`src/hdl/bfd_pkg.sv`:
```
// Package for the box filter image downscaler.
// Holds register indexes, reset values, field widths and the controller state type.
// No dependencies.
`default_nettype none
package bfd_pkg;

    localparam int MAX_WIDTH_DEF = 1024;
    localparam int MAX_RATIO_DEF = 64;
    localparam int FRAC_BITS_DEF = 16;

    localparam int PIX_W      = 8;
    localparam int SIZE_W     = 11;
    localparam int STEP_W     = 23;
    localparam int CFG_DATA_W = 23;
    localparam int CFG_IDX_W  = 3;

    localparam logic [CFG_IDX_W-1:0] REG_SRC_WIDTH  = 3'd0;
    localparam logic [CFG_IDX_W-1:0] REG_SRC_HEIGHT = 3'd1;
    localparam logic [CFG_IDX_W-1:0] REG_DST_WIDTH  = 3'd2;
    localparam logic [CFG_IDX_W-1:0] REG_DST_HEIGHT = 3'd3;
    localparam logic [CFG_IDX_W-1:0] REG_X_STEP     = 3'd4;
    localparam logic [CFG_IDX_W-1:0] REG_Y_STEP     = 3'd5;

    localparam logic [SIZE_W-1:0] SIZE_RESET = 11'd1;
    localparam logic [STEP_W-1:0] STEP_RESET = 23'h010000;

    typedef enum logic [3:0] {
        ST_IDLE,
        ST_ROW,
        ST_MUL_Y,
        ST_LD_Y,
        ST_COL,
        ST_MUL_X,
        ST_LD_X,
        ST_CHECK,
        ST_READ,
        ST_ADD,
        ST_DIV,
        ST_OUT,
        ST_FIN
    } state_t;

    // Commands from the controller to the datapath.
    typedef struct packed {
        logic accept;
        logic row_start;
        logic mul_row;
        logic mul_col;
        logic ld_y;
        logic ld_x;
        logic col_step;
        logic check;
        logic mem_read;
        logic add;
        logic out_load;
        logic advance;
    } cmd_t;

    // Status from the datapath to the controller.
    typedef struct packed {
        logic row_adv;
        logic col_adv;
        logic in_box;
        logic is_last;
        logic div_done;
        logic out_free;
    } status_t;

endpackage
`default_nettype wire

```
`src/hdl/bfd_ctrl.sv`:
```
// Controller state machine that sequences one source pixel through the datapath.
// Depends on bfd_pkg for the state, command and status types.
`default_nettype none
module bfd_ctrl (
    input  wire logic              clk,
    input  wire logic              rst_n,
    input  wire logic              in_valid,
    output logic                   in_stall,
    input  wire bfd_pkg::status_t  status,
    output bfd_pkg::cmd_t          cmd
);

    bfd_pkg::state_t state_reg, state_next;

    always_ff @(posedge clk or negedge rst_n)
    begin
        if (!rst_n)
            state_reg <= bfd_pkg::ST_IDLE;
        else
            state_reg <= state_next;
    end

    always_comb
    begin
        state_next = state_reg;
        cmd        = '0;
        in_stall   = (state_reg != bfd_pkg::ST_IDLE);
        unique case (state_reg)
            bfd_pkg::ST_IDLE:
            begin
                if (in_valid)
                begin
                    cmd.accept = 1'b1;
                    state_next = bfd_pkg::ST_ROW;
                end
            end
            bfd_pkg::ST_ROW:
            begin
                cmd.row_start = 1'b1;
                state_next = status.row_adv ? bfd_pkg::ST_MUL_Y : bfd_pkg::ST_COL;
            end
            bfd_pkg::ST_MUL_Y:
            begin
                cmd.mul_row = 1'b1;
                state_next  = bfd_pkg::ST_LD_Y;
            end
            bfd_pkg::ST_LD_Y:
            begin
                cmd.ld_y   = 1'b1;
                state_next = bfd_pkg::ST_COL;
            end
            bfd_pkg::ST_COL:
            begin
                cmd.col_step = 1'b1;
                state_next = status.col_adv ? bfd_pkg::ST_MUL_X : bfd_pkg::ST_CHECK;
            end
            bfd_pkg::ST_MUL_X:
            begin
                cmd.mul_col = 1'b1;
                state_next  = bfd_pkg::ST_LD_X;
            end
            bfd_pkg::ST_LD_X:
            begin
                cmd.ld_x   = 1'b1;
                state_next = bfd_pkg::ST_CHECK;
            end
            bfd_pkg::ST_CHECK:
            begin
                cmd.check  = 1'b1;
                state_next = status.in_box ? bfd_pkg::ST_READ : bfd_pkg::ST_FIN;
            end
            bfd_pkg::ST_READ:
            begin
                cmd.mem_read = 1'b1;
                state_next   = bfd_pkg::ST_ADD;
            end
            bfd_pkg::ST_ADD:
            begin
                cmd.add    = 1'b1;
                state_next = status.is_last ? bfd_pkg::ST_DIV : bfd_pkg::ST_FIN;
            end
            bfd_pkg::ST_DIV:
            begin
                if (status.div_done)
                    state_next = bfd_pkg::ST_OUT;
            end
            bfd_pkg::ST_OUT:
            begin
                if (status.out_free)
                begin
                    cmd.out_load = 1'b1;
                    state_next   = bfd_pkg::ST_FIN;
                end
            end
            bfd_pkg::ST_FIN:
            begin
                cmd.advance = 1'b1;
                state_next  = bfd_pkg::ST_IDLE;
            end
            default:
                state_next = bfd_pkg::ST_IDLE;
        endcase
    end

endmodule
`default_nettype wire

```
`config.mk`:
```
export PLATFORM = sky130hd
export DESIGN_NAME = bfd_ctrl
export DESIGN_NICKNAME = d
export VERILOG_FILES = /design/src/hdl/bfd_pkg.sv /design/src/hdl/bfd_ctrl.sv
export SDC_FILE = /design/constraint.sdc
export NUM_CORES = 1
export LEC_CHECK = 0
export BUFFER_PORTS_ARGS = -buffer_cell sky130_fd_sc_hd__clkbuf_2
export CAP_MARGIN = 30
export CORE_AREA = 2 2 39 41
export CTS_BUF_LIST = sky130_fd_sc_hd__clkbuf_2 sky130_fd_sc_hd__clkbuf_4 sky130_fd_sc_hd__clkbuf_8
export DETAILED_ROUTE_END_ITERATION = 10
export DIE_AREA = 0 0 41 43
export PLACE_DENSITY_LB_ADDON = 0.12
export SLEW_MARGIN = 30
export SYNTH_ARGS = -nofsm -noshare
export SYNTH_HDL_FRONTEND = slang
export SYNTH_SLANG_ARGS = --single-unit
```
`constraint.sdc`:
```
create_clock -name clk -period 2.9 [get_ports clk]
set_input_delay 0.435 -clock clk [delete_from_list [all_inputs] [get_ports clk]]
set_output_delay 0.435 -clock clk [all_outputs]
set_load 0.01 [all_outputs]
```
==> results of run 1 <==
report_power, final:
part | total (uW) | switching [uW] | internal [uW]
logic | 281 | 140 | 141
registers | 179 | 97.1 | 82.2
clock network | 65.2 | 19.2 | 46.1
total | 526 | 257 | 269
repair_timing:
action	in CTS	in global routing
hold buffers	1	0
setup endpoints to repair	0	0
hold endpoints to repair	2	0
synthesized netlist by cell type, drive strengths merged:
| master | count | area, sq um |
|---|---|---|
| a221o | 1 | 10.0 |
| inv | 3 | 11.3 |
| o21ai | 5 | 25.0 |
| or4 | 1 | 11.3 |
| dfrtp | 4 | 100 |
| nor3 | 8 | 40.0 |
| nor4 | 1 | 6.26 |
| o221ai | 1 | 15.0 |
| nor2 | 8 | 30.0 |
| nand2b | 5 | 31.3 |
| mux2 | 1 | 11.3 |
| a21oi | 2 | 10.0 |
| nor2b | 4 | 25.0 |
| nand2 | 3 | 11.3 |
| buf | 4 | 20.0 |
| nand4b | 1 | 8.76 |
| a31oi | 1 | 6.26 |
| or4b | 1 | 10.0 |
| a21o | 2 | 15.0 |
worst max-delay path, delay by kind of cell, from the launching register on:
kind,cells,cell delay (ps)
AND/OR/NAND/NOR,2,710
flip-flops,1,530
buffers and inverters,1,130
final timing paths:
| check | start | to | cells past startpoint |
|---|---|---|---|
| min | status[3] | state_reg[2]$_DFFE_PN0P_ | 3 |
| min in group asynchronous | rst_n | state_reg[2]$_DFFE_PN0P_ | 2 |
| min reg2reg | state_reg[1]$_DFFE_PN0P_ | state_reg[1]$_DFFE_PN0P_ | 1 |
| max reg2reg | state_reg[0]$_DFFE_PN0P_ | state_reg[2]$_DFFE_PN0P_ | 3 |
| max in group asynchronous | rst_n | state_reg[1]$_DFFE_PN0P_ | 2 |
| max | state_reg[0]$_DFFE_PN0P_ | cmd[11] | 3 |
final cells by class:
cell class              instances  share of cell area, %
inverters                       3                   2.10
flip-flops and latches          4                   18.7
well taps                      16                   3.74
repair buffers                 22                   21.5
clock buffers                   3                   4.21
multi-input cells              45                   49.8
stage by stage:
step / power [uW] / hold slack (ps) / instance area (sq um)
6_report: 526 / 527 / 536
5_1_grt: 577 / 548 / 536
4_1_cts: 530 / 525 / 536
3_5_place_dp: 459 / 246 / 503
3_3_place_gp: 460 / 247 / 503
2_1_floorplan: 374 / 139 / 398
cell families after synthesis:
family	share of synthesized area [%]
simple gates	43.7
compound gates	20.4
mux	2.83
buf+inv	7.86
flops	25.2
layer usage:
layer	share of wire, %	vias up	wire [um]	track usage [%]
met3	6.6	0	70	3.14
met4	0	0	0	6.00
met1	48	199	513	18.4
met5	0	-	0	0
li1	-	241	-	-
met2	45	17	482	21.3
==> impl_metrics.ini, run 1 <==
[synth]
syn_area_sq_um = 398
ys_warn_count = 0
synth_cell_types = 19
ys_seq_elements = 4
syn_nets = 65
yosysSeqAreaShare_pct = 25.2
avgSynthCellArea_sq_um = 7.11
netlist_instances = 56

[die]
io_pins = 22
core_sq_um = 1380
rows = 14
die-width_um = 41
dieArea_sq_um = 1760
initial_core_util_pct = 28.8
dieHeight_um = 43

[sta]
rsz0062_at_grt = false
finalCritPeriodShare_pct = 70.4
final.setup_skew_ps = 1.27
fmax_mhz = 490
finalHoldViolCount = 0
fin_tns_setup_ps = 0
slew_headroom_pct = 69.8
final.min_clock_period_ps = 2040
fin_ws_ps = 859
finalSetupViolations = 0
tightestPinTransition_ps = 453
slew_viol_final = 0

[final_layout]
n_fill_cell = 160
layout_common_cells = clkbuf_2, nor2_1, nor3_1
final_cells = 93
multiInputGateArea_sq_um = 267
layout.nets = 88
synthToLayoutAreaGrowth_pct = 34.6
final_util_pct = 38.7
drive_above_1_share_pct = 35.1
antenna_cells = 0
largest_reg_flops = 4
final_common_cell = clkbuf_2
ff_latch_area_sq_um = 100

[clock_tree]
clk_pin_slew_worst_paths_ps = 40
cts_buffers = 3
cts_max_path_buffers = 2
clk_latency_ps = 230
clockRootBuffer = clkbuf_4
cts_setup_buffers = 0
cts_resized = 0
tritoncts = built
clock-sinks = 4
cts_max_level = 1

[pwr]
irDropWorstVdd_v = 0.000367
leakage_uw = 0.000255
power_density_nw_per_um2 = 981

[run]
max_cap_violations = 0

[min_path]
worstHoldPathType = input pin to register

[global_route]
grt_remaining_overflow = 0
grt_pass1_wl_mm = 1.68
grt_max_degree = 17
grt_pass1_vias = 409
grt_antenna_before_repair = 0
grt_use_total_pct = 14.1

[critical_path]
cpMaxStageDelayCell = or4_4
critPathMaxStageDelay_ps = 610
worstPathArrival_ps = 1610
critPathRequiredTime_ps = 2470
crit_fanout = 15
start_kind = register
setup.worst_path.end_class = output port
crit_type = register to output port
cp_cell_sequence = or4_4 > nor2_1 > clkbuf_2
reg2reg_slack_ps = 1360

[routing]
wl_per_cell_um = 11.5
drt_first_pass_iters = 3
drc = 0
drt_iter0_drc = 6
ant_nets = 0
vias = 457
wirelength_mm = 1.07
via_per_inst = 4.91

[outcome]
status = complete, no violations

[place]
dp_cells = 89
gp_congestion = 0.679
port_buffers = 21
dp_hpwl_um = 751
place_ws_ps = 1120
Power figures use the tool's default switching activity.
==> run 2, diff against run 1 <==
--- a/config.mk
+++ b/config.mk
@@ -5,6 +5,7 @@
 export SDC_FILE = /design/constraint.sdc
 export NUM_CORES = 1
 export LEC_CHECK = 0
+export ABC_AREA = 1
 export BUFFER_PORTS_ARGS = -buffer_cell sky130_fd_sc_hd__clkbuf_2
 export CAP_MARGIN = 30
 export CORE_AREA = 2 2 39 41
==> constraint.sdc (replaced) <==
create_clock -name clk -period 2.1 [get_ports clk]
set_input_delay 0.315 -clock clk [delete_from_list [all_inputs] [get_ports clk]]
set_output_delay 0.315 -clock clk [all_outputs]
set_load 0.01 [all_outputs]
==> run 2 against run 1 <==
Compared with the run above: register-to-register slack worse by 490 ps; largest cell class unchanged; die area unchanged; worst setup slack worse by 460 ps; count of clock-buffer cells in the layout unchanged; combinational power up 70%; hold slack worse by 220 ps; clock skew up 3.2 ps; area after synthesis down 4.7%; largest power group unchanged; core utilization up 0.090 points; first-iteration DRC count down 33%; global-route usage down 0.36 points; critical endpoint is now cmd[10].
==> impl_metrics.ini, run 2 <==
[sta]
slew_headroom_pct = 80.1
tightestPinTransition_ps = 297
slew_viol_final = 0
final.min_clock_period_ps = 1700
rsz0062_at_grt = false
finalHoldViolCount = 0
finalSetupViolations = 0
fin_tns_setup_ps = 0
fmax_mhz = 588
final.setup_skew_ps = 4.52
finalCritPeriodShare_pct = 81.0

[routing]
drt_iter0_drc = 4
drc = 0
vias = 474
via_per_inst = 4.35
wl_per_cell_um = 9.01
drt_first_pass_iters = 4
wirelength_um = 982
ant_nets = 0

[synth]
synth_top_area_cell = dfrtp_1
synth_area_leaders = dfrtp_1, nor2_1, nand2_1, inv_1, nor2_2
ys_warn_count = 0
netlist_instances = 68
synth_cell_types = 16
yosysSeqAreaShare_pct = 26.4
syn_area_sq_um = 379
synth_common_cells = nor2_1, nand2_1, inv_1
syn_nets = 77
avgSynthCellArea_sq_um = 5.58
yosys.area.top_type_share_pct = 26.4
yosysMostFrequentCell = nor2_1
synthFlopType = dfrtp_1
synth-async-reset-ratio_pct = 100
synth_edf_count = 0
ys_seq_elements = 4

[clock_tree]
cts_setup_buffers = 0
cts_max_path_buffers = 2
cts_resized = 0
tritoncts = built
clockRootBuffer = clkbuf_4
cts_buffers = 3
cts_max_level = 1
clock-sinks = 4
clk_pin_slew_worst_paths_ps = 40
clk_latency_ps = 230

[global_route]
grt_antenna_before_repair = 0
grt_pass1_vias = 416
grt_use_total_pct = 13.7
grt_remaining_overflow = 0
grt_pass1_wl_mm = 1.64
grt_max_degree = 8

[critical_path]
crit_start = state_reg[3]$_DFFE_PN0P_
reg2reg_slack_ps = 870
worstPathArrival_ps = 1390
setup.worst_path.end_class = output port
rr_endpoint = state_reg[1]$_DFFE_PN0P_
crit_fanout = 6
crit_type = register to output port
rr_worst_depth = 6
critPathRequiredTime_ps = 1780
start_kind = register
timing.rr.start = state_reg[1]$_DFFE_PN0P_

[min_path]
hold_start = status[0]
worstHoldPathType = input pin to register
hold_path_end = state_reg[0]$_DFFE_PN0P_
min_path_cells = 2

[pwr]
power_frac_seq_pct = 24.1
p_int_uw = 354
switching_share_pct = 52.9
irDropWorstVdd_v = 0.000414
p_sw_uw = 398
leakage_uw = 0.000328
pwr-share-comb_pct = 63.5
clkPwrFrac_pct = 12.4
total_power_uw = 753
power_density_nw_per_um2 = 1400

[place]
port_buffers = 21
dp_hpwl_um = 843
gp_congestion = 0.735

[die]
core_sq_um = 1380
initial_core_util_pct = 27.4
io_pins = 22
dieArea_sq_um = 1760
dieHeight_um = 43
rows = 14
die-width_um = 41

[final_layout]
layout_common_cells = clkbuf_2, nor2_1, nand2_1
multiInputGateArea_sq_um = 223
synthToLayoutAreaGrowth_pct = 41.6
layout.nets = 104
largest_reg_flops = 4
ff_latch_area_sq_um = 100
antenna_cells = 0
drive_above_1_share_pct = 33.3
final_common_cell = clkbuf_2
n_fill_cell = 180

[outcome]
status = complete, no violations

[run]
max_cap_violations = 0
[run 2: cell count changes in the layout (fill, tap and decap cells not counted), sizes merged, moves of 2 or more]
cell,before,now
nor2,8,20
nor2b,4,0
o22ai,0,2
nand2b,5,0
nor3,8,1
inv,3,15
a21o,2,0
o21ai,5,3
nand3,0,4
nand2,3,15
[run 2: cell families after synthesis]
| kind of cell | Yosys count | synth area share, % |
|---|---|---|
| DFF | 4 | 26.4 |
| and+or+nand+nor | 42 | 48.2 |
| buffers and inverters | 15 | 14.9 |
| AOI/OAI and AO/OA | 7 | 10.6 |
[run 2: area by class of cell]
cell class	count	share of cell area [%]
clock buffers	3	4.20
inverters	15	10.5
multi-input cells	49	41.5
flip-flops and latches	4	18.6
well taps	16	3.73
repair buffers	22	21.4
[run 2: what timing repair did]
action / 4_1_cts / 5_1_grt
hold endpoints to repair: 4 / 0
endpoints found under the setup margin: 0 / 0
hold buffers: 1 / 0
[run 2: power by group through the flow]
stage,Clock [uW],Sequential (uW),Combinational (uW)
after global routing,103,195,553
final,93.3,181,478
after CTS,98.6,181,488
after global placement,0,182,490
after floorplan,0,168,342
after detailed placement,0,181,483
[run 2: worst max-delay path, cell delays in order, from the launching register on]
cell and delay (ps):
dfrtp_1 440, nor2_1 280, inv_1 130, nor3_1 150, clkbuf_2 160
[run 2: how the worst max path moves through the flow]
stage / slack, ps / endpoint
after floorplan: 780 / cmd[10]
after global placement: 610 / cmd[10]
after detailed placement: 640 / cmd[10]
after CTS: 380 / cmd[10]
after global routing: 240 / cmd[10]
final: 400 / cmd[10]
[run 2: per-stage QoR]
stage / setup slack, ps / instance area (sq um) / hold slack [ps] / instances / utilization [%]
finish: 398 / 537 / 311 / 109 / 38.8
global route: 243 / 537 / 311 / 109 / 38.8
CTS: 380 / 537 / 301 / 109 / 38.8
detailed placement: 635 / 504 / 125 / 105 / 36.4
global placement: 615 / 504 / 126 / 105 / 36.4
floorplan: 784 / 379 / 19.4 / 68 / -
[run 2: layer usage]
layer | track usage (%) | up-vias | part of all wire [%]
li1 | - | 259 | -
met2 | 18.8 | 21 | 45
met4 | 8.00 | 0 | 0
met5 | 0 | - | 0
met3 | 3.14 | 0 | 8.0
met1 | 18.9 | 194 | 46
==> run 3, diff against run 2 <==
==> constraint.sdc (replaced) <==
create_clock -name clk -period 1.6 [get_ports clk]
set_input_delay 0.24 -clock clk [delete_from_list [all_inputs] [get_ports clk]]
set_output_delay 0.24 -clock clk [all_outputs]
set_load 0.01 [all_outputs]
==> run 3 against run 2 <==
Compared with the run above: clock skew increased by 1.2 ps; global-route usage up 0.71 points; die area did not move; first-iteration DRC count is 75% higher; core utilization increased by 0.90 points; critical path depth up 1; critical path type unchanged; largest cell class unchanged; largest power group unchanged.
==> impl_metrics.ini, run 3 (synthesized netlist as in run 2, its figures left out) <==
[final_layout]
layout.nets = 105
antenna_cells = 0
drive_above_1_share_pct = 37.2
final_common_cell = clkbuf_2
final_cells = 110
layout_common_cells = clkbuf_2, nor2_1, nand2_1
synthToLayoutAreaGrowth_pct = 44.9
largest_reg_flops = 4
n_fill_cell = 172

[routing]
drt_first_pass_iters = 4
wl_per_cell_um = 10.1
drt_iter0_drc = 7
ant_nets = 0
via_per_inst = 4.45
vias = 490
drc = 0
wirelength_mm = 1.11

[place]
gp_congestion = 0.731
dp_cells = 106
port_buffers = 21
dp_hpwl_um = 924

[sta]
finalSetupViolations = 0
tightestPinTransition_ps = 215
slew_headroom_pct = 85.6
final.setup_skew_ps = 5.75
slew_viol_final = 0
fin_tns_setup_ps = 0
fmax_mhz = 661
rsz0062_at_grt = false
finalCritPeriodShare_pct = 94.5
finalHoldViolCount = 0
final.min_clock_period_ps = 1510

[clock_tree]
cts_max_path_buffers = 2
tritoncts = built
clk_latency_ps = 250
clockRootBuffer = clkbuf_4
cts_buffers = 3
cts_max_level = 1
clk_pin_slew_worst_paths_ps = 40
clock-sinks = 4

[global_route]
grt_pass1_wl_mm = 1.64
grt_remaining_overflow = 0
grt_use_total_pct = 14.4
grt_max_degree = 8
grt_pass1_vias = 419
grt_antenna_before_repair = 0

[run]
max_cap_violations = 0

[critical_path]
timing.rr.start = state_reg[2]$_DFFE_PN0P_
start_kind = register
worstPathArrival_ps = 1270
rr_worst_depth = 8
rr_endpoint = state_reg[1]$_DFFE_PN0P_
crit_type = register to output port
crit_fanout = 6
critPathRequiredTime_ps = 1360
setup.worst_path.end_class = output port
reg2reg_slack_ps = 360

[die]
rows = 14
core_sq_um = 1380
dieHeight_um = 43
initial_core_util_pct = 27.4
io_pins = 22
die-width_um = 41
dieArea_sq_um = 1760

[min_path]
worstHoldPathType = input pin to register
min_path_cells = 2
hold_start = status[0]
hold_path_end = state_reg[0]$_DFFE_PN0P_

[pwr]
leakage_uw = 0.000330
irDropWorstVdd_v = 0.000590
power_density_nw_per_um2 = 1910
total_power_uw = 1050

[outcome]
status = complete, no violations
==> run 3: cell count changes in the layout (fill, tap and decap cells not counted) <==
cell,change
nor2_1,-1
buf_4,+1
dfrtp_1,-2
dfrtp_2,+2
nor2_2,+1
==> run 3: report_power, final <==
group / internal [uW] / leakage [uW] / total [uW] / switching [uW]
Combinational: 253 / 0.000269 / 675 / 422
Sequential: 159 / 0.0000476 / 245 / 85.7
Clock: 84.3 / 0.0000138 / 132 / 48.0
Total: 496 / 0.000330 / 1050 / 556
==> run 3: worst max-delay path, cell delays in order, from the launching register on <==
cell and delay, ps:
dfrtp_2 430, nor2_1 150, buf_4 150, nand2_1 70, nor2_1 90, clkbuf_2 130
==> run 3: final cells by class <==
class / count / area, sq um / area share (%)
multi-input cells: 49 / 225 / 41.0
repair buffers: 23 / 123 / 22.3
flip-flops and latches: 4 / 103 / 18.7
inverters: 15 / 56.3 / 10.3
clock buffers: 3 / 22.5 / 4.10
well taps: 16 / 20.0 / 3.64
==> run 3: routing by layer <==
| layer | GRT usage, % | vias up | part of all wire, % |
|---|---|---|---|
| met5 | 0 | - | 0 |
| met2 | 23.4 | 20 | 49 |
| met3 | 0 | 2 | 6.3 |
| li1 | - | 262 | - |
| met4 | 12.0 | 0 | 2.2 |
| met1 | 16.3 | 206 | 42 |
==> run 3: timing repair <==
item | 4_1_cts | 5_1_grt
resized for setup | 0 | 3
endpoints found under the setup margin | 0 | 6
setup buffers | 0 | 0
hold endpoints to repair | 4 | 0
hold buffers | 1 | 0
==> run 3: worst max-delay path by stage <==
stage / startpoint / endpoint / slack, ps / depth (start not counted)
floorplan: state_reg[3]$_DFFE_PN0P_ / cmd[10] / 360 / 3
global placement: state_reg[0]$_DFFE_PN0P_ / cmd[5] / 300 / 4
detailed placement: state_reg[0]$_DFFE_PN0P_ / cmd[5] / 270 / 4
CTS: state_reg[0]$_DFFE_PN0P_ / cmd[5] / 8 / 4
global route: state_reg[1]$_DFFE_PN0P_ / cmd[6] / 2 / 5
finish: state_reg[3]$_DFFE_PN0P_ / cmd[11] / 90 / 5
==> run 3: through the flow <==
stage	setup WS, ps	util, %	cell area [sq um]	hold slack, ps
finish	87.9	39.7	549	220
global route	2.44	39.7	549	232
CTS	8.33	39.3	544	222
detailed placement	266	37.0	512	51.7
global placement	302	37.0	512	48.3
floorplan	359	-	379	-55.6
